### src/rtl/pctt_pkg.sv
// Package for the periodic CAN transmit table core.
// Holds the command and status codes, the sequencer states and the slot descriptor type.
// No dependencies.
package pctt_pkg;

  typedef enum logic [1:0] {
    KIND_ADD    = 2'd0,
    KIND_REMOVE = 2'd1,
    KIND_EDIT   = 2'd2,
    KIND_TICK   = 2'd3
  } kind_e;

  typedef enum logic [1:0] {
    STAT_OK       = 2'd0,
    STAT_NO_SPACE = 2'd1,
    STAT_NO_ID    = 2'd2,
    STAT_NOTHING  = 2'd3
  } status_e;

  typedef enum logic [1:0] {
    ST_IDLE,
    ST_SCAN,
    ST_DONE
  } state_e;

  // Identifier that every slot holds until it is first written.
  localparam logic [28:0] RESET_IDENT = 29'h900;

  // Everything stored per slot except the data bytes, the last send time and the slot flags.
  typedef struct packed {
    logic [28:0] id;
    logic [3:0]  len;
    logic        ext;
    logic        rtr;
    logic [31:0] period;
  } desc_t;

  typedef struct packed {
    logic [28:0] id;
    logic [3:0]  len;
    logic        ext;
    logic        rtr;
    logic [63:0] bytes;
  } frame_t;

endpackage

### src/rtl/periodic_can_tx_table.sv
// Top level of the periodic CAN transmit table.
// Depends on pctt_pkg for codes, states and the slot descriptor type.
//
// Usage: one command channel (in_valid_i / in_stall_o) carries add, remove, edit and
// tick beats; one result channel (out_valid_o / out_stall_i) returns result beats.
// A beat moves at a clock edge where valid is high and stall is low.
// Add, remove and edit give exactly one result beat with last_o set. A tick gives one
// beat per frame that is due, in ascending slot order, with last_o on the final one,
// or a single nothing_to_transmit beat when no frame is due.
// Every command walks the whole table through one compare unit, one slot per cycle
// while the scan is not held, with the slot memories read one slot ahead of the
// compare. A command holds the input stalled from its acceptance through the scan and
// the done state, and its final result beat enters the result register as the done
// state ends, so the next command is taken only once the block is idle again. A due
// frame or the final beat waiting on a full, stalled result register prolongs the stall.
// The result register lets the block move on while its beat waits, so a stalled
// receiver only holds the scan when a due frame finds both the result register
// and the one-frame holding stage occupied. Reset empties the table: all slots free,
// last send times zero, identifiers 0x900; no clearing pass is needed.
module periodic_can_tx_table_core #(
  parameter int TABLE_SLOTS = 16
) (
  input  logic        clk_i,
  input  logic        rst_ni,
  input  logic        in_valid_i,
  output logic        in_stall_o,
  input  logic [1:0]  kind_i,
  input  logic [28:0] match_id_i,
  input  logic [28:0] frame_id_i,
  input  logic [3:0]  frame_len_i,
  input  logic        frame_ext_i,
  input  logic        frame_rtr_i,
  input  logic [63:0] frame_bytes_i,
  input  logic [31:0] send_period_i,
  input  logic [63:0] now_time_i,
  output logic        out_valid_o,
  input  logic        out_stall_i,
  output logic [1:0]  status_o,
  output logic        has_frame_o,
  output logic [28:0] out_id_o,
  output logic [3:0]  out_len_o,
  output logic        out_ext_o,
  output logic        out_rtr_o,
  output logic [63:0] out_bytes_o,
  output logic        last_o
);

  localparam int IDXW = (TABLE_SLOTS > 1) ? $clog2(TABLE_SLOTS) : 1;
  localparam logic [IDXW:0] SLOTS_C = (IDXW + 1)'(TABLE_SLOTS);

  pctt_pkg::state_e state_q, state_d;

  // Captured command.
  pctt_pkg::kind_e kind_q;
  logic [28:0] match_q, fid_q;
  logic [3:0]  flen_q;
  logic        fext_q, frtr_q;
  logic [63:0] fbytes_q, now_q;
  logic [31:0] per_q;

  // Scan sequencer: fetch counter and the slot under compare.
  logic [IDXW:0]   fc_q, fc_d;
  logic            ev_valid_q, ev_valid_d;
  logic [IDXW-1:0] ev_idx_q, ev_idx_d;
  logic            hit_q, hit_d;
  logic [IDXW-1:0] hit_idx_q, hit_idx_d;

  // Per-slot flags in flip-flops.
  logic [TABLE_SLOTS-1:0] busy_q, busy_d;
  logic [TABLE_SLOTS-1:0] id_ok_q, id_ok_d;
  logic [TABLE_SLOTS-1:0] ls_ok_q, ls_ok_d;

  // Slot memories.
  pctt_pkg::desc_t        desc_mem [TABLE_SLOTS];
  logic [7:0][7:0]        pay_mem  [TABLE_SLOTS];
  logic [63:0]            ls_mem   [TABLE_SLOTS];
  pctt_pkg::desc_t        desc_rd_q;
  logic [7:0][7:0]        pay_rd_q;
  logic [63:0]            ls_rd_q;

  logic            rd_en;
  logic            desc_we;
  logic [7:0]      pay_be;
  logic            ls_we;
  logic [IDXW-1:0] wr_idx;
  pctt_pkg::desc_t desc_wd;

  // Frame held back until it is known whether another one follows it.
  logic              pend_q, pend_d;
  pctt_pkg::frame_t  pend_fr_q, pend_fr_d;

  // Result register.
  logic             out_valid_q, out_valid_d;
  logic [1:0]       out_status_q, out_status_d;
  logic             out_has_q, out_has_d;
  pctt_pkg::frame_t out_fr_q, out_fr_d;
  logic             out_last_q, out_last_d;

  // Compare unit.
  logic [28:0]      ev_id;
  logic [63:0]      ev_ls;
  logic [63:0]      elapsed;
  logic             due;
  logic             out_free;
  logic             block;
  pctt_pkg::frame_t ev_fr;

  assign ev_id    = id_ok_q[ev_idx_q] ? desc_rd_q.id : pctt_pkg::RESET_IDENT;
  assign ev_ls    = ls_ok_q[ev_idx_q] ? ls_rd_q : 64'd0;
  assign elapsed  = now_q - ev_ls;
  assign due      = busy_q[ev_idx_q] && (elapsed >= {32'd0, desc_rd_q.period});
  assign out_free = !out_valid_q || !out_stall_i;
  assign block    = ev_valid_q && (kind_q == pctt_pkg::KIND_TICK) && due && pend_q && !out_free;

  assign ev_fr.id    = desc_rd_q.id;
  assign ev_fr.len   = desc_rd_q.len;
  assign ev_fr.ext   = desc_rd_q.ext;
  assign ev_fr.rtr   = desc_rd_q.rtr;
  assign ev_fr.bytes = pay_rd_q;

  always_ff @(posedge clk_i or negedge rst_ni) begin
    if (!rst_ni) begin
      state_q     <= pctt_pkg::ST_IDLE;
      fc_q        <= '0;
      ev_valid_q  <= 1'b0;
      hit_q       <= 1'b0;
      busy_q      <= '0;
      id_ok_q     <= '0;
      ls_ok_q     <= '0;
      pend_q      <= 1'b0;
      out_valid_q <= 1'b0;
    end else begin
      state_q     <= state_d;
      fc_q        <= fc_d;
      ev_valid_q  <= ev_valid_d;
      hit_q       <= hit_d;
      busy_q      <= busy_d;
      id_ok_q     <= id_ok_d;
      ls_ok_q     <= ls_ok_d;
      pend_q      <= pend_d;
      out_valid_q <= out_valid_d;
    end
  end

  always_ff @(posedge clk_i) begin
    if (state_q == pctt_pkg::ST_IDLE && in_valid_i) begin
      kind_q   <= pctt_pkg::kind_e'(kind_i);
      match_q  <= match_id_i;
      fid_q    <= frame_id_i;
      flen_q   <= frame_len_i;
      fext_q   <= frame_ext_i;
      frtr_q   <= frame_rtr_i;
      fbytes_q <= frame_bytes_i;
      per_q    <= send_period_i;
      now_q    <= now_time_i;
    end
    ev_idx_q     <= ev_idx_d;
    hit_idx_q    <= hit_idx_d;
    pend_fr_q    <= pend_fr_d;
    out_status_q <= out_status_d;
    out_has_q    <= out_has_d;
    out_fr_q     <= out_fr_d;
    out_last_q   <= out_last_d;
  end

  // Slot memories, read one slot ahead of the compare.
  always_ff @(posedge clk_i) begin
    if (rd_en) begin
      desc_rd_q <= desc_mem[fc_q[IDXW-1:0]];
      pay_rd_q  <= pay_mem[fc_q[IDXW-1:0]];
      ls_rd_q   <= ls_mem[fc_q[IDXW-1:0]];
    end
    if (desc_we) begin
      desc_mem[wr_idx] <= desc_wd;
    end
    for (int b = 0; b < 8; b++) begin
      if (pay_be[b]) begin
        pay_mem[wr_idx][b] <= fbytes_q[8*b +: 8];
      end
    end
    if (ls_we) begin
      ls_mem[ev_idx_q] <= now_q;
    end
  end

  always_comb begin
    state_d      = state_q;
    fc_d         = fc_q;
    ev_valid_d   = ev_valid_q;
    ev_idx_d     = ev_idx_q;
    hit_d        = hit_q;
    hit_idx_d    = hit_idx_q;
    busy_d       = busy_q;
    id_ok_d      = id_ok_q;
    ls_ok_d      = ls_ok_q;
    pend_d       = pend_q;
    pend_fr_d    = pend_fr_q;
    out_valid_d  = out_valid_q && out_stall_i;
    out_status_d = out_status_q;
    out_has_d    = out_has_q;
    out_fr_d     = out_fr_q;
    out_last_d   = out_last_q;
    rd_en        = 1'b0;
    desc_we      = 1'b0;
    pay_be       = '0;
    ls_we        = 1'b0;
    wr_idx       = hit_idx_q;
    desc_wd.id     = fid_q;
    desc_wd.len    = flen_q;
    desc_wd.ext    = fext_q;
    desc_wd.rtr    = frtr_q;
    desc_wd.period = per_q;

    case (state_q)
      pctt_pkg::ST_IDLE: begin
        if (in_valid_i) begin
          fc_d       = '0;
          ev_valid_d = 1'b0;
          hit_d      = 1'b0;
          pend_d     = 1'b0;
          state_d    = pctt_pkg::ST_SCAN;
        end
      end

      pctt_pkg::ST_SCAN: begin
        if (!block) begin
          // Compare the slot fetched by the last read.
          if (ev_valid_q) begin
            case (kind_q)
              pctt_pkg::KIND_ADD: begin
                if (!busy_q[ev_idx_q] && !hit_q) begin
                  hit_d     = 1'b1;
                  hit_idx_d = ev_idx_q;
                end
              end
              pctt_pkg::KIND_REMOVE, pctt_pkg::KIND_EDIT: begin
                if (ev_id == match_q) begin
                  hit_d     = 1'b1;
                  hit_idx_d = ev_idx_q;
                end
              end
              default: begin
                if (due) begin
                  // A due frame pushes the held one out, which is then not the last.
                  if (pend_q) begin
                    out_valid_d  = 1'b1;
                    out_status_d = pctt_pkg::STAT_OK;
                    out_has_d    = 1'b1;
                    out_fr_d     = pend_fr_q;
                    out_last_d   = 1'b0;
                  end
                  pend_d             = 1'b1;
                  pend_fr_d          = ev_fr;
                  ls_we              = 1'b1;
                  ls_ok_d[ev_idx_q]  = 1'b1;
                end
              end
            endcase
          end
          if (fc_q < SLOTS_C) begin
            rd_en      = 1'b1;
            ev_valid_d = 1'b1;
            ev_idx_d   = fc_q[IDXW-1:0];
            fc_d       = fc_q + 1'b1;
          end else begin
            ev_valid_d = 1'b0;
            state_d    = pctt_pkg::ST_DONE;
          end
        end
      end

      pctt_pkg::ST_DONE: begin
        if (out_free) begin
          out_valid_d  = 1'b1;
          out_has_d    = 1'b0;
          out_fr_d     = '0;
          out_last_d   = 1'b1;
          out_status_d = pctt_pkg::STAT_OK;
          state_d      = pctt_pkg::ST_IDLE;
          case (kind_q)
            pctt_pkg::KIND_ADD: begin
              if (hit_q) begin
                desc_we           = 1'b1;
                pay_be            = '1;
                busy_d[hit_idx_q] = 1'b1;
                id_ok_d[hit_idx_q] = 1'b1;
              end else begin
                out_status_d = pctt_pkg::STAT_NO_SPACE;
              end
            end
            pctt_pkg::KIND_REMOVE: begin
              if (hit_q) begin
                busy_d[hit_idx_q] = 1'b0;
              end else begin
                out_status_d = pctt_pkg::STAT_NO_ID;
              end
            end
            pctt_pkg::KIND_EDIT: begin
              if (hit_q) begin
                desc_we            = 1'b1;
                id_ok_d[hit_idx_q] = 1'b1;
                // Only the first len bytes are rewritten; a length above eight takes all.
                for (int b = 0; b < 8; b++) begin
                  pay_be[b] = (4'(b) < flen_q);
                end
              end else begin
                out_status_d = pctt_pkg::STAT_NO_ID;
              end
            end
            default: begin
              if (pend_q) begin
                out_has_d = 1'b1;
                out_fr_d  = pend_fr_q;
                pend_d    = 1'b0;
              end else begin
                out_status_d = pctt_pkg::STAT_NOTHING;
              end
            end
          endcase
        end
      end

      default: begin
        state_d = pctt_pkg::ST_IDLE;
      end
    endcase
  end

  assign in_stall_o  = (state_q != pctt_pkg::ST_IDLE);
  assign out_valid_o = out_valid_q;
  assign status_o    = out_status_q;
  assign has_frame_o = out_has_q;
  assign out_id_o    = out_fr_q.id;
  assign out_len_o   = out_fr_q.len;
  assign out_ext_o   = out_fr_q.ext;
  assign out_rtr_o   = out_fr_q.rtr;
  assign out_bytes_o = out_fr_q.bytes;
  assign last_o      = out_last_q;

endmodule
### config.mk
export PLATFORM = sky130hd
export DESIGN_NAME = periodic_can_tx_table_core
export DESIGN_NICKNAME = d
export VERILOG_FILES = /design/src/rtl/pctt_pkg.sv /design/src/rtl/periodic_can_tx_table.sv
export SDC_FILE = /design/constraint.sdc
export NUM_CORES = 2
export LEC_CHECK = 0
export ABC_AREA = 1
export BUFFER_PORTS_ARGS = -buffer_cell sky130_fd_sc_hd__buf_2
export CORE_UTILIZATION = 56
export DETAILED_ROUTE_END_ITERATION = 7
export PLACE_DENSITY = 0.79
export REMOVE_ABC_BUFFERS = 1
export SLEW_MARGIN = 25
export SYNTH_ARGS = -nofsm -noshare
export SYNTH_HDL_FRONTEND = slang
export SYNTH_SLANG_ARGS = --single-unit
export TNS_END_PERCENT = 100
### constraint.sdc
create_clock -name clk_i -period 8.6 [get_ports clk_i]
set_input_delay 1.72 -clock clk_i [delete_from_list [all_inputs] [get_ports clk_i]]
set_output_delay 1.72 -clock clk_i [all_outputs]
set_load 0.005 [all_outputs]
==> results.cfg <==
[run_status]
outcome = finished, final reports clean

[hold_path]
min_path_type = reg2reg
hold_start = ev_fr[25]$_DFFE_PP_

[layout]
finalNetCount = 11800
multi_input_area_um2 = 33000
layout_commonest_cell = edfxtp_1
final_cell_mix = edfxtp_1, nor2_1, nand2_1, o21ai_0, inv_1
n_fill_cell = 18200
drive_gt1_share_pct = 9.79
fin_util_pct = 63.2
syn_to_final_growth_pct = 12.2
regArea_um2 = 114000

[detailed_routing]
avgRoutedWirePerCell_um = 25.3
wl_met1_um = 150000
final_antenna_net_count = 0
vias = 95300
drt_iter0_markers = 13400
drcViolationCount = 0
viasPerCell = 6.21
route.met3.wl_um = 40400
top_layer_used = met5
wl_met2_um = 182000
first_pass_iters = 8
drt-total-wl_um = 388000

[logic_synthesis]
ys_warn_count = 0
synth_top_area_share_pct = 74.4
synth_edf_count = 3751
synth_async_sr_flop_share_pct = 1.55
ys_ff_latch = 3810
seq_area_frac_synth_pct = 75.4
yosysTopAreaCell = edfxtp_1
syn_inst = 11200
mappedNetlistArea_um2 = 151000
synth_cell_types = 45
avgSynthCellArea_um2 = 13.5
synth-main-ff-cell = edfxtp_1
synth_area_leaders = edfxtp_1, nor2_1, nand2_1, o32ai_1, o21ai_0

[timing]
hold_viol = 0
timing.final.crit_share_pct = 91.4
slew_viol_final = 0
setup_tns_ns = 0
relSlewSlack_pct = 22.7
setup_viol = 0
worstMarginPinSlew_ns = 1.16
hold_ws_ns = 0.417
skew_ns = 0.124
layout_min_cycle_time_ns = 7.86
rsz0062_at_grt = false
fmax_mhz = 127

[clocking]
cts_setup_buffers = 0
cts_tree = done
clock_latency_ns = 1.00
clk_transition_reported_paths_ns = 0.06
clockRootBuffer = clkbuf_16
cts_resized = 0
cts.sinks = 3810
clockBufferDepth = 4
numCtsBuffers = 369
hold_buffers = 0
htree_levels = 5

[worst_setup_path]
critPathCaptureType = flip-flop
cpMostUsedCell = nand2_1
cpPeakStageDelay_ns = 0.88
reg2reg_from = ev_idx_q[0]$_DFFE_PP_
cp.arrival_ns = 8.46
cp.required_ns = 9.19
cp-startpoint = ev_idx_q[0]$_DFFE_PP_
start_kind = flip-flop
slowest_stage = edfxtp_1
worst-path-max-fanout = 27
path_class = reg2reg

[pwr]
p_leak_uw = 0.0572
p_clk_share_pct = 31.2
power_density_nw_per_um2 = 308
swShare_pct = 32.1
p_switching_uw = 16800
p_int_uw = 35400
p_seq_share_pct = 44.8
irDropWorstVdd_v = 0.000255
p_comb_share_pct = 24.0

[global_route]
grt_util_all_layers_pct = 28.1
grt_pass1_vias = 93600
antenna_found_initial = 19
overflow = 0
grt_max_degree = 263
grt_pass1_wl_um = 576000

[floorplanning]
die_w_um = 522
die-area_um2 = 272000
design.core.area_um2 = 268000
die_height_um = 522
num_rows = 190
start_util_pct = 56.4
num_io_pins = 335

[placed_design]
gp_congestion = 0.923
hpwl_um = 227000
portBuffers = 334

[job]
maxCapViolations = 0
==> power groups by stage <==
stage                     sequential, µW  clock (µW)  combinational (µW)
after CTS                          23400       16400               12300
after detailed placement           23700           0               12200
after global placement             23700           0               11800
after global routing               23500       17100               13700
final                              23400       16300               12500
after floorplan                    23800           0                6690
==> worst max-delay path, delay by kind of cell (launching register included) <==
| kind | cells | cell delay [ns] |
|---|---|---|
| buffers and inverters | 3 | 0.88 |
| and+or+nand+nor | 25 | 4.09 |
| AOI/OAI and AO/OA | 2 | 0.60 |
| adders and majority gates | 3 | 0.79 |
| DFF | 1 | 0.88 |
| xor gates and xnor gates | 1 | 0.17 |
==> Yosys cell counts (all sizes together) (8+ instances only) <==
cell type	instances
or2	13
a21oi	98
o32ai	475
o21bai	18
nand4	24
nor3	23
ha	106
xor2	31
o221ai	305
a31oi	16
buf	61
mux2i	305
inv	524
clkinv	17
clkbuf	579
dfrtp	59
edfxtp	3751
nand3b	17
nor2	2178
o211ai	86
nand2	1237
nand3	414
a22oi	8
o21ai	839
==> layout make-up <==
type / instances / share of cell area (%)
Antenna cell: 5 / 0.00737
Clock buffer: 444 / 5.69
Clock inverter: 225 / 1.49
Inverter: 541 / 1.23
Multi-Input combinational cell: 6210 / 19.4
Sequential cell: 3810 / 67.2
Tap cell: 3552 / 2.62
Timing Repair Buffer: 548 / 2.30
==> registers in the layout, summed over array words and instances, names as in the netlist, 32 cells and up, named ones only <==
signal	flops
desc_mem	1072
desc_rd_q	67
ev_fr	64
fbytes_q	64
ls_mem	1024
ls_rd_q	64
now_q	64
out_bytes_o	64
pay_mem	1024
pend_fr_q	99
per_q	32
==> per-stage QoR <==
stage          setup WS, ns  instance area [µm²]  instances  power [µW]
2_1_floorplan        -66.51               149000      10600       30400
4_1_cts               0.572               170000      15300       52100
5_1_grt               0.101               170000      15300       54200
3_5_place_dp          0.673               157000      14700       35900
3_3_place_gp          0.723               157000      14700       35500
6_report              0.735               170000      15300       52200
==> metal layers <==
| layer | vias to the layer above | GRT usage [%] |
|---|---|---|
| met3 | 888 | 4.37 |
| met2 | 5875 | 44.6 |
| met4 | 10 | 11.0 |
| li1 | 41700 | - |
| met5 | - | 0 |
| met1 | 46800 | 39.2 |
==> cells by family after synthesis <==
logic type,share of synthesized area [%]
AND/OR/NAND/NOR,10.2
flip-flops,75.4
AO/OA/AOI/OAI,8.27
buffers and inverters,2.99
multiplexers,2.02
adder cells (fa/ha/maj),0.890
XOR/XNOR,0.197
==> worst paths after layout <==
path	end	slack [ns]	cells after the start
min in group asynchronous	async pin	0.95	2
min	pend_fr_q[25]$_DFFE_PP_	0.42	0
max in group asynchronous	fc_q[0]$_DFFE_PN0P_	6.96	2
max	ls_mem[2][3]$_DFFE_PP_	0.74	34
max reg2reg	ls_mem[2][3]$_DFFE_PP_	0.74	34
min reg2reg	pend_fr_q[25]$_DFFE_PP_	0.42	0
Note: power is estimated with default switching activity, not from simulation.
